[src/design/awcrg_pkg.sv]
// shared types and constants for the add-with-carry random generator
// used by awcrg_core, awcrg_divider and the top level; depends on nothing

package awcrg_pkg;

   localparam int unsigned WORD_W    = 32;
   localparam int unsigned NUM_WORDS = 6;
   localparam int unsigned IDX_W     = 3;
   localparam int unsigned SPAN_W    = WORD_W + 1;

   localparam logic [IDX_W-1:0] LAST_IDX = IDX_W'(NUM_WORDS - 1);

   // request function codes
   localparam logic [1:0] FUNC_RESEED = 2'd0;
   localparam logic [1:0] FUNC_RAW    = 2'd1;
   localparam logic [1:0] FUNC_RANGE  = 2'd2;

   typedef enum logic [1:0] {
      C_IDLE,
      C_ADC,
      C_INC,
      C_SEED
   } core_state_type;

   typedef enum logic [1:0] {
      T_IDLE,
      T_CORE,
      T_DIV,
      T_FINISH
   } top_state_type;

   typedef struct packed {
      logic              start;
      logic              reseed;
      logic [WORD_W-1:0] seed;
   } awcrg_cmd_type;

   function automatic logic [WORD_W-1:0] seed_const(input logic [IDX_W-1:0] idx);
      logic [WORD_W-1:0] value;
      unique case (idx)
         3'd0:    value = 32'hf22d0e56;
         3'd1:    value = 32'h883126e9;
         3'd2:    value = 32'hc624dd2f;
         3'd3:    value = 32'h0702c49c;
         3'd4:    value = 32'h9e353f7d;
         3'd5:    value = 32'h6fdf3b64;
         default: value = '0;
      endcase
      return value;
   endfunction

endpackage

[src/design/add_with_carry_random_generator_unit.sv]
// add-with-carry random generator, one request at a time.
// reseed: the core rewrites all six generator words; raw draw: the shared adder
// steps through five carry adds and up to six increment steps;
// range draw: the word then runs through the bit-serial remainder unit.
// empty range (lo >= hi): no draw. next request taken when idle.
// synchronous reset loads the generator words as if reseeded with zero.

module add_with_carry_random_generator_unit import awcrg_pkg::*; (
   input  logic                     clock,
   input  logic                     reset,
   input  logic                     req_valid,
   output logic                     req_stall,
   input  logic [1:0]               req_func,
   input  logic [WORD_W-1:0]        req_seed_word,
   input  logic signed [WORD_W-1:0] req_range_low,
   input  logic signed [WORD_W-1:0] req_range_high,
   output logic                     rsp_valid,
   input  logic                     rsp_stall,
   output logic [WORD_W-1:0]        rsp_raw_word,
   output logic signed [WORD_W-1:0] rsp_ranged_value
);

   top_state_type     state_ff, state_in;
   logic [1:0]        func_ff, func_in;
   logic [WORD_W-1:0] lo_ff, lo_in;
   logic [SPAN_W-1:0] span_ff, span_in;
   logic [WORD_W-1:0] res_raw_ff, res_raw_in;
   logic [WORD_W-1:0] res_ranged_ff, res_ranged_in;
   logic              rsp_valid_ff, rsp_valid_in;
   logic [WORD_W-1:0] rsp_raw_ff, rsp_raw_in;
   logic [WORD_W-1:0] rsp_ranged_ff, rsp_ranged_in;

   awcrg_cmd_type     core_cmd;
   logic              core_done;
   logic [WORD_W-1:0] core_word;
   logic              div_start;
   logic              div_done;
   logic [WORD_W-1:0] div_rem;

   logic [WORD_W-1:0] range_diff;
   logic              out_free;

   // hi - lo is exact in 32 bits when hi > lo
   assign range_diff = WORD_W'(req_range_high - req_range_low);
   assign out_free   = !rsp_valid_ff || !rsp_stall;

   awcrg_core u_core (
      .clock (clock),
      .reset (reset),
      .cmd   (core_cmd),
      .done  (core_done),
      .word  (core_word)
   );

   awcrg_divider u_divider (
      .clock     (clock),
      .reset     (reset),
      .start     (div_start),
      .dividend  (core_word),
      .divisor   (span_ff),
      .done      (div_done),
      .remainder (div_rem)
   );

   always_comb begin
      state_in       = state_ff;
      func_in        = func_ff;
      lo_in          = lo_ff;
      span_in        = span_ff;
      res_raw_in     = res_raw_ff;
      res_ranged_in  = res_ranged_ff;
      rsp_valid_in   = rsp_valid_ff && rsp_stall;
      rsp_raw_in     = rsp_raw_ff;
      rsp_ranged_in  = rsp_ranged_ff;
      core_cmd.start  = 1'b0;
      core_cmd.reseed = 1'b0;
      core_cmd.seed   = req_seed_word;
      div_start      = 1'b0;
      unique case (state_ff)
         T_IDLE: begin
            if (req_valid) begin
               func_in = req_func;
               lo_in   = req_range_low;
               span_in = {1'b0, range_diff} + SPAN_W'(1);
               unique case (req_func)
                  FUNC_RESEED: begin
                     core_cmd.start  = 1'b1;
                     core_cmd.reseed = 1'b1;
                     state_in        = T_CORE;
                  end
                  FUNC_RAW: begin
                     core_cmd.start = 1'b1;
                     state_in       = T_CORE;
                  end
                  FUNC_RANGE: begin
                     if (req_range_low >= req_range_high) begin
                        // empty or single range: no draw
                        res_raw_in    = '0;
                        res_ranged_in = req_range_high;
                        state_in      = T_FINISH;
                     end else begin
                        core_cmd.start = 1'b1;
                        state_in       = T_CORE;
                     end
                  end
                  default: begin
                     state_in = T_IDLE;
                  end
               endcase
            end
         end
         T_CORE: begin
            if (core_done) begin
               unique case (func_ff)
                  FUNC_RAW: begin
                     res_raw_in    = core_word;
                     res_ranged_in = '0;
                     state_in      = T_FINISH;
                  end
                  FUNC_RANGE: begin
                     res_raw_in = core_word;
                     div_start  = 1'b1;
                     state_in   = T_DIV;
                  end
                  default: begin
                     state_in = T_IDLE;
                  end
               endcase
            end
         end
         T_DIV: begin
            if (div_done) begin
               res_ranged_in = lo_ff + div_rem;
               state_in      = T_FINISH;
            end
         end
         T_FINISH: begin
            if (out_free) begin
               rsp_valid_in  = 1'b1;
               rsp_raw_in    = res_raw_ff;
               rsp_ranged_in = res_ranged_ff;
               state_in      = T_IDLE;
            end
         end
         default: begin
            state_in = T_IDLE;
         end
      endcase
   end

   always_ff @(posedge clock) begin
      if (reset) begin
         state_ff     <= T_IDLE;
         func_ff      <= FUNC_RESEED;
         rsp_valid_ff <= 1'b0;
      end else begin
         state_ff     <= state_in;
         func_ff      <= func_in;
         rsp_valid_ff <= rsp_valid_in;
      end
   end

   always_ff @(posedge clock) begin
      lo_ff         <= lo_in;
      span_ff       <= span_in;
      res_raw_ff    <= res_raw_in;
      res_ranged_ff <= res_ranged_in;
      rsp_raw_ff    <= rsp_raw_in;
      rsp_ranged_ff <= rsp_ranged_in;
   end

   assign req_stall        = (state_ff != T_IDLE);
   assign rsp_valid        = rsp_valid_ff;
   assign rsp_raw_word     = rsp_raw_ff;
   assign rsp_ranged_value = rsp_ranged_ff;

endmodule

[src/design/awcrg_core.sv]
// generator word store with one shared 32-bit adder under a small sequencer
// runs reseed, the add-with-carry chain and the increment ripple; uses awcrg_pkg

module awcrg_core import awcrg_pkg::*; (
   input  logic              clock,
   input  logic              reset,
   input  awcrg_cmd_type     cmd,
   output logic              done,
   output logic [WORD_W-1:0] word
);

   core_state_type    state_ff, state_in;
   logic [IDX_W-1:0]  idx_ff, idx_in;
   logic [WORD_W-1:0] acc_ff, acc_in;
   logic              cy_ff, cy_in;
   logic [WORD_W-1:0] seed_ff, seed_in;
   logic              done_ff, done_in;
   logic [WORD_W-1:0] words_ff [0:NUM_WORDS-1];

   logic              we;
   logic [WORD_W-1:0] add_a, add_b;
   logic              add_cin;
   logic [WORD_W-1:0] sum;
   logic              carry_q;

   // shared adder
   always_comb begin
      add_a   = '0;
      add_b   = '0;
      add_cin = 1'b0;
      unique case (state_ff)
         C_ADC: begin
            add_a   = acc_ff;
            add_b   = words_ff[idx_ff];
            add_cin = cy_ff;
         end
         C_INC: begin
            add_a   = words_ff[idx_ff];
            add_cin = 1'b1;
         end
         C_SEED: begin
            add_a = seed_ff;
            add_b = seed_const(idx_ff);
         end
         default: begin
            add_a = '0;
         end
      endcase
   end

   assign sum      = add_a + add_b + WORD_W'(add_cin);
   // carry taken as "sum below either operand", not the true carry out
   assign carry_q  = (sum < add_a) || (sum < add_b);

   always_comb begin
      state_in = state_ff;
      idx_in   = idx_ff;
      acc_in   = acc_ff;
      cy_in    = cy_ff;
      seed_in  = seed_ff;
      done_in  = 1'b0;
      we       = 1'b0;
      unique case (state_ff)
         C_IDLE: begin
            if (cmd.start) begin
               if (cmd.reseed) begin
                  seed_in  = cmd.seed;
                  idx_in   = LAST_IDX;
                  state_in = C_SEED;
               end else begin
                  acc_in   = words_ff[NUM_WORDS-1];
                  idx_in   = LAST_IDX - IDX_W'(1);
                  cy_in    = 1'b0;
                  state_in = C_ADC;
               end
            end
         end
         C_ADC: begin
            we     = 1'b1;
            acc_in = sum;
            cy_in  = carry_q;
            if (idx_ff == '0) begin
               idx_in   = LAST_IDX;
               state_in = C_INC;
            end else begin
               idx_in = idx_ff - IDX_W'(1);
            end
         end
         C_INC: begin
            we = 1'b1;
            if (idx_ff == '0) begin
               // word 0 holds the drawn word, so its bump is the bumped output
               acc_in   = sum;
               done_in  = 1'b1;
               state_in = C_IDLE;
            end else if (sum != '0) begin
               done_in  = 1'b1;
               state_in = C_IDLE;
            end else begin
               idx_in = idx_ff - IDX_W'(1);
            end
         end
         C_SEED: begin
            we = 1'b1;
            if (idx_ff == '0) begin
               done_in  = 1'b1;
               state_in = C_IDLE;
            end else begin
               idx_in = idx_ff - IDX_W'(1);
            end
         end
         default: begin
            state_in = C_IDLE;
         end
      endcase
   end

   always_ff @(posedge clock) begin
      if (reset) begin
         state_ff <= C_IDLE;
         idx_ff   <= '0;
         cy_ff    <= 1'b0;
         done_ff  <= 1'b0;
      end else begin
         state_ff <= state_in;
         idx_ff   <= idx_in;
         cy_ff    <= cy_in;
         done_ff  <= done_in;
      end
   end

   always_ff @(posedge clock) begin
      acc_ff  <= acc_in;
      seed_ff <= seed_in;
   end

   // reset value is the state seeded with zero
   always_ff @(posedge clock) begin
      if (reset) begin
         for (int i = 0; i < NUM_WORDS; i++) begin
            words_ff[i] <= seed_const(IDX_W'(i));
         end
      end else if (we) begin
         words_ff[idx_ff] <= sum;
      end
   end

   assign done = done_ff;
   assign word = acc_ff;

endmodule

[src/design/awcrg_divider.sv]
// restoring remainder unit, one quotient bit per cycle
// 32-bit dividend by 33-bit divisor; uses awcrg_pkg

module awcrg_divider import awcrg_pkg::*; (
   input  logic              clock,
   input  logic              reset,
   input  logic              start,
   input  logic [WORD_W-1:0] dividend,
   input  logic [SPAN_W-1:0] divisor,
   output logic              done,
   output logic [WORD_W-1:0] remainder
);

   localparam int unsigned CNT_W = $clog2(WORD_W);

   logic              active_ff, active_in;
   logic              done_ff, done_in;
   logic [CNT_W-1:0]  count_ff, count_in;
   logic [WORD_W-1:0] quo_ff, quo_in;
   logic [WORD_W-1:0] rem_ff, rem_in;
   logic [SPAN_W-1:0] div_ff, div_in;

   logic [SPAN_W-1:0] trial;
   logic [SPAN_W:0]   diff;

   assign trial = {rem_ff, quo_ff[WORD_W-1]};
   assign diff  = {1'b0, trial} - {1'b0, div_ff};

   always_comb begin
      active_in = active_ff;
      done_in   = 1'b0;
      count_in  = count_ff;
      quo_in    = quo_ff;
      rem_in    = rem_ff;
      div_in    = div_ff;
      if (active_ff) begin
         quo_in = {quo_ff[WORD_W-2:0], 1'b0};
         // partial remainder stays below the divisor, so 32 bits hold it
         if (!diff[SPAN_W]) begin
            rem_in = diff[WORD_W-1:0];
         end else begin
            rem_in = trial[WORD_W-1:0];
         end
         if (count_ff == '0) begin
            active_in = 1'b0;
            done_in   = 1'b1;
         end else begin
            count_in = count_ff - CNT_W'(1);
         end
      end else if (start) begin
         active_in = 1'b1;
         count_in  = CNT_W'(WORD_W - 1);
         quo_in    = dividend;
         rem_in    = '0;
         div_in    = divisor;
      end
   end

   always_ff @(posedge clock) begin
      if (reset) begin
         active_ff <= 1'b0;
         done_ff   <= 1'b0;
         count_ff  <= '0;
      end else begin
         active_ff <= active_in;
         done_ff   <= done_in;
         count_ff  <= count_in;
      end
   end

   always_ff @(posedge clock) begin
      quo_ff <= quo_in;
      rem_ff <= rem_in;
      div_ff <= div_in;
   end

   assign done      = done_ff;
   assign remainder = rem_ff;

endmodule
[config.mk]
export PLATFORM = sky130hd
export DESIGN_NAME = add_with_carry_random_generator_unit
export DESIGN_NICKNAME = d
export VERILOG_FILES = /design/src/design/awcrg_pkg.sv /design/src/design/add_with_carry_random_generator_unit.sv /design/src/design/awcrg_core.sv /design/src/design/awcrg_divider.sv
export SDC_FILE = /design/constraint.sdc
export NUM_CORES = 1
export LEC_CHECK = 0
export BUFFER_PORTS_ARGS = -buffer_cell sky130_fd_sc_hd__buf_2
export CELL_PAD_IN_SITES_DETAIL_PLACEMENT = 0
export CELL_PAD_IN_SITES_GLOBAL_PLACEMENT = 2
export CORE_ASPECT_RATIO = 1.4
export CORE_UTILIZATION = 43
export DETAILED_ROUTE_END_ITERATION = 16
export PLACE_DENSITY = 0.88
export RECOVER_POWER = 100
export SLEW_MARGIN = 20
export SYNTH_ARGS = -nofsm -noshare
export SYNTH_HDL_FRONTEND = slang
export SYNTH_SLANG_ARGS = --single-unit
[constraint.sdc]
create_clock -name clock -period 11.4 [get_ports clock]
set_input_delay 0.57 -clock clock [delete_from_list [all_inputs] [get_ports clock]]
set_output_delay 0.57 -clock clock [all_outputs]
set_load 0.1 [all_outputs]
Word level (Yosys, flattened, before mapping)

Memory sizes are Yosys's and may differ from the RTL's. A register that Yosys moved wholly into a read port is not among the register bits.
Index checks and enable logic that the tools add are counted.

Memories kept: 1
Logic and storage cells: 191
Register bits after elaboration: 373
Memory bits (writable): 192

Memories:

| memory          | depth | bits a word | read ports | clocked after memory_dff | write ports | RTL line         | RTL |
|---|---|---|---|---|---|---|---|
| u_core.words_ff | 6     | 32          | 2          | 1                        | 6           | awcrg_core.sv:18 | `logic [WORD_W-1:0] words_ff [0:NUM_WORDS-1];` |

Bitwise gates (word level): 1
Reductions and logical operators: 34
Eq/ne operators: 33
Multiplexer cells: 89
Add/subtract/negate cells: 8
Magnitude comparators: 3

Operators with widths:

| cell                                          | count |
|---|---|
| 2-to-1 mux 32 bit                             | 26 |
| case mux 32 bit (3 select lines)              | 3 |
| case mux 32 bit (6 select lines)              | 1 |
| case mux 32 bit (2 select lines)              | 2 |
| adder 32 bit                                  | 2 |
| less-than comparator 32 bit                   | 2 |
| subtractor 33 x 33 -> 34 bit                  | 1 |
| adder 32 x 1 -> 33 bit, second input constant | 1 |
| adder 32 x 1 -> 32 bit                        | 1 |
| >= comparator 32 bit                          | 1 |
| nonzero test 32 bit                           | 1 |
| OR reduction 32 bit                           | 1 |
| subtractor 32 bit                             | 1 |
| 2-to-1 mux 2 bit                              | 13 |
| 2-to-1 mux 1 bit                              | 24 |
| 2-to-1 mux 3 bit                              | 8 |
| != test 2 bit, second input constant          | 11 |
| case mux 2 bit (4 select lines)               | 2 |
| AND reduction 4 bit                           | 4 |
| 2-to-1 mux 5 bit                              | 3 |
| == test 2 bit, second input constant          | 6 |
| != test 2 x 1 -> 1 bit, second input constant | 6 |
| case mux 3 bit (4 select lines)               | 1 |
| == test 2 x 1 -> 1 bit, second input constant | 4 |
| other kinds (23)                              | 43 |

Depth between registers and ports, before layout

Depth after elaboration: 11
Gate-level depth with buffers: 31

By module

A second synthesis with hierarchy kept.

Cells, all modules: 2998
Area total of the unflattened synthesis: 35047.4 sq um

By module, submodules not included:

| module                               | times used | cells an instance | area an instance (sq um) |
|---|---|---|---|
| awcrg_core                           | 1          | 1546              | 18174.9 |
| add_with_carry_random_generator_unit | 1          | 923               | 10963.0 |
| awcrg_divider                        | 1          | 529               | 5909.4 |

Worst setup path after synthesis

Ideal clock, no wire load.

Path kind: input port to flip-flop
Start: input port req_range_high[0]
End: register res_ranged_ff[0] (enable)
Buffers on the path: 0
Arrival: 8.044 ns
Cell stages on the path: 13
Setup slack: 2.762 ns
Data required time: 10.806 ns
Cells stage by stage: inv_1 ha_1 inv_1 fa_1 a21o_1 a21oi_1 o211ai_1 a21oi_1 o21ai_0 a31o_2 a31oi_1 nand3b_1 a2111oi_0

Longest elaborated chain between the ends: 3

RTL lines:

| item                                 | RTL line                                    | RTL |
|---|---|---|
| start: declaration                   | add_with_carry_random_generator_unit.sv:16  | `input logic signed [WORD_W-1:0] req_range_high,` |
| >= comparator 32 bit                 | add_with_carry_random_generator_unit.sv:96  | `if (req_range_low >= req_range_high) begin` |
| != test 2 bit (no source line)       | n/a                                         |  |
| AND reduction 7 bit (no source line) | n/a                                         |  |
| end signal: assignment               | add_with_carry_random_generator_unit.sv:167 | `res_ranged_ff <= res_ranged_in;` |
| end: declaration                     | add_with_carry_random_generator_unit.sv:28  | `logic [WORD_W-1:0] res_ranged_ff, res_ranged_in;` |

Every way passes these cells.
A chain may end at the register's enable or synchronous reset.

Worst setup path after layout

Start: register u_core.state_ff[1]
End: register u_core.cy_ff

Longest elaborated chain between the ends: 7
Elaborated cells on any way between the ends: 17

RTL lines:

| item                                                                                 | RTL line                           | RTL |
|---|---|---|
| start: declaration                                                                   | awcrg_core.sv:12                   | `core_state_type state_ff, state_in;` |
| start signal: assignment                                                             | awcrg_core.sv:125                  | `state_ff <= state_in;` |
| == test 2 bit or == test 2 x 1 -> 1 bit (tied branches)                              | awcrg_core.sv:31, awcrg_core.sv:63 |  |
| case mux 32 bit (3 select lines) or case mux 32 bit (2 select lines) (tied branches) | awcrg_core.sv:31                   | `unique case (state_ff)` |
| adder 32 bit                                                                         | awcrg_core.sv:51                   | `assign sum = add_a + add_b + WORD_W'(add_cin);` |
| adder 32 x 1 -> 32 bit                                                               | awcrg_core.sv:51                   |  |
| less-than comparator 32 bit                                                          | awcrg_core.sv:53                   | `assign carry_q = (sum < add_a) \|\| (sum < add_b);` |
| logical OR 1 bit                                                                     | awcrg_core.sv:53                   |  |
| case mux 1 bit (2 select lines)                                                      | awcrg_core.sv:63                   | `unique case (state_ff)` |
| end signal: assignment                                                               | awcrg_core.sv:127                  | `cy_ff <= cy_in;` |
| end: declaration                                                                     | awcrg_core.sv:15                   | `logic cy_ff, cy_in;` |

Several ways; a longest one is shown, not always the timed one.

==> impl_metrics.yaml <==
synth:
  synthFlopType: "edfxtp_1"
  ys_warn_count: 0
  synth_edf_count: 609
  yosysSeqAreaShare: 0.540
  syn_nets: 3274
  synth_area_mm2: 0.0347
  postSynthAreaPerCell_um2: 11.7
  syn_inst: 2960
  ys_ff_latch: 632
  async_flop_share: 0
  synth.distinct_cells: 90
critical_path:
  crit_type: "reg -> reg"
  slowest_stage: "clkbuf_1"
  worstPathArrival_ns: 9.74
  critPathTopFamily: "compound AO/OA/AOI/OAI gates"
  crit_buf_inv: 4
  worstSetupStartpointType: "flip-flop"
  worstRegToRegCells: 25
  crit_top_cell: "a21o_1"
  cpPeakStageDelay_ns: 1.99
  critPathLaunch: "u_core.state_ff[1]"
  r2r_slack_ns: 2.21
  crit_fanout: 45
  rr_startpoint: "u_core.state_ff[1]"
  r2r-end: "u_core.cy_ff"
  worstSetupEndpointType: "flip-flop"
  critPathRequiredTime_ns: 11.96
final_layout:
  drive_above_1_share: 0.101
  utilization: 0.485
  largest_reg_flops: 256
  reg.largest.list: "u_core.words_ff: 256 flops, span_ff: 33 flops, u_divider.div_ff: 33 flops"
  regArea_mm2: 0.0188
  area_delta_synth_final_pct: 11.1
  final_nets: 3434
  regMostFlops: "u_core.words_ff"
  multiInputGateArea_mm2: 0.0145
  fill_cells: 7192
  final_cell_area_mm2: 0.0385
drt:
  first_pass_iters: 5
  routed_wl_mm: 102
  vias_per_cell: 5.77
  drtIter0Drc: 1722
  ant_nets: 0
  drcViolationCount: 0
  wl_per_cell_um: 24.2
  routed-via-count: 24400
pwr:
  clockPowerShare: 0.219
  ir_worst_vdd_mv: 0.136
  p_switching_mw: 3.97
  p_leak_nw: 14.5
  p_int_mw: 5.75
  powerDensity_mw_per_mm2: 252
  seqPwrFrac: 0.339
  netSwitchingFraction: 0.408
  p_comb_frac: 0.442
grt:
  grt_pass1_wl_mm: 154
  grt_max_degree: 68
  gr-total-overflow: 0
  grt_antenna_before_repair: 8
  grt_usage: 0.248
  grt_pass1_vias: 25300
die:
  fp.coreArea_mm2: 0.0795
  die_w_um: 242
  initial_core_util: 0.436
  fp.dieH_um: 338
  ios: 168
  row_count: 122
  die_area_mm2: 0.0819
worst_hold_path:
  min_from: "req_seed_word[0]"
  holdPathStages: 1
  hold_end: "u_core.seed_ff[0]"
  min_path_type: "in -> reg"
place:
  place_area_mm2: 0.0369
  io_buffers: 167
  routabilityCongestion: 0.940
  dp_hpwl_mm: 75.9
outcome:
  violations: "capacitance limit, slew limit"
  status: "complete, but fails checks"
sta:
  setup_violations: 0
  setup_tns_ns: 0
  hold_violations: 0
  rsz0062_at_grt: "no"
  period_share: 0.806
  worst_pin_slew_ns: 4.26
  slew_violations: 721
  relSlewSlack: -1.84
  finalClockSkew_ns: 0.0234
  post-route-min-period_ns: 9.19
  max_freq_mhz: 109
clock_network:
  cts-root-buf: "clkbuf_16"
  clk_latency_ns: 0.66
  cts_tree: "yes"
  cts_made_buffers: 61
  path_clk_slew_ns: 0.07
  max-clock-path-buffers: 3
  ctsResizeCount: 0
  post-cts-setup-buffer-count: 0
  htree_levels: 2
  cts_hold_buf: 0
  cts_num_sinks: 632
job:
  cap_viol_max_count: 25
## placed cells by master (no fill, tap or decap), types with 81 or more instances in the layout
cell	count
a21o_1	107
edfxtp_1	609
nor2_1	224
a21oi_1	182
clkbuf_1	144
ha_1	205
xnor2_1	81
nand2_1	257
inv_1	258
## power groups by stage
| stage | registers, mW | clock network (mW) | logic [mW] |
|---|---|---|---|
| after floorplan | 3.33 | 0 | 2.81 |
| after global placement | 3.31 | 0 | 4.28 |
| after detailed placement | 3.33 | 0 | 4.31 |
| after CTS | 3.28 | 2.18 | 4.34 |
| after global routing | 3.33 | 2.25 | 4.60 |
| final | 3.30 | 2.13 | 4.29 |
## cell families (layout without fill, tap and decap cells)
group | count (synthesis) | count (layout) | synth area share
compound gates | 651 | 651 | 0.127
other cells | 0 | 1 | 0
xor+xnor | 134 | 134 | 0.0344
fa+ha+maj | 212 | 212 | 0.0775
simple gates | 803 | 803 | 0.111
mux | 154 | 154 | 0.0698
buf+inv | 374 | 587 | 0.0405
flops | 632 | 632 | 0.540
## synth_stat cells (all sizes together) (43+ instances only)
master | number | area, µm²
o21ai | 71 | 355
ha | 207 | 2590
nand2 | 257 | 965
a21oi | 182 | 911
mux2 | 63 | 709
xor2 | 53 | 464
and2 | 50 | 313
nand3 | 46 | 230
nor3 | 43 | 215
nor2 | 225 | 845
edfxtp | 609 | 18300
clkbuf | 89 | 334
a21o | 107 | 803
xnor2 | 81 | 728
inv | 260 | 976
mux4 | 64 | 1440
## per-layer routing
layer	global-route usage	wire (µm)	up-vias
met5	0	75	-
met4	0.129	5650	12
met3	0.0407	5600	253
met2	0.448	52700	813
met1	0.281	38500	12000
li1	-	-	11300
## layout make-up
cell class,instances,share of cell area
Sequential cell,632,0.487
Multi-Input combinational cell,1954,0.376
Clock buffer,75,0.0421
Tap cell,1054,0.0342
Inverter,261,0.0254
Timing Repair Buffer,210,0.0236
Clock inverter,41,0.0120
Antenna cell,1,0.0000649
## worst max-delay path by stage
stage	cells past startpoint	to
CTS	24	u_core.cy_ff
finish	25	u_core.cy_ff
detailed placement	24	u_core.cy_ff
global placement	26	u_core.cy_ff
global route	25	u_core.cy_ff
floorplan	13	res_ranged_ff[0]
## per-stage QoR
stage                     setup slack, ns  cells  hold WS [ns]  total power [mW]
after floorplan                      2.76   2960         0.400              6.14
after detailed placement             3.65   4110         0.405              7.63
after global routing                 1.82   4227        0.0612              10.2
after global placement               3.81   4110         0.401              7.59
final                                2.21   4228        0.0947              9.73
after CTS                            3.62   4226        0.0535              9.79
Power figures use the tool's default switching activity.
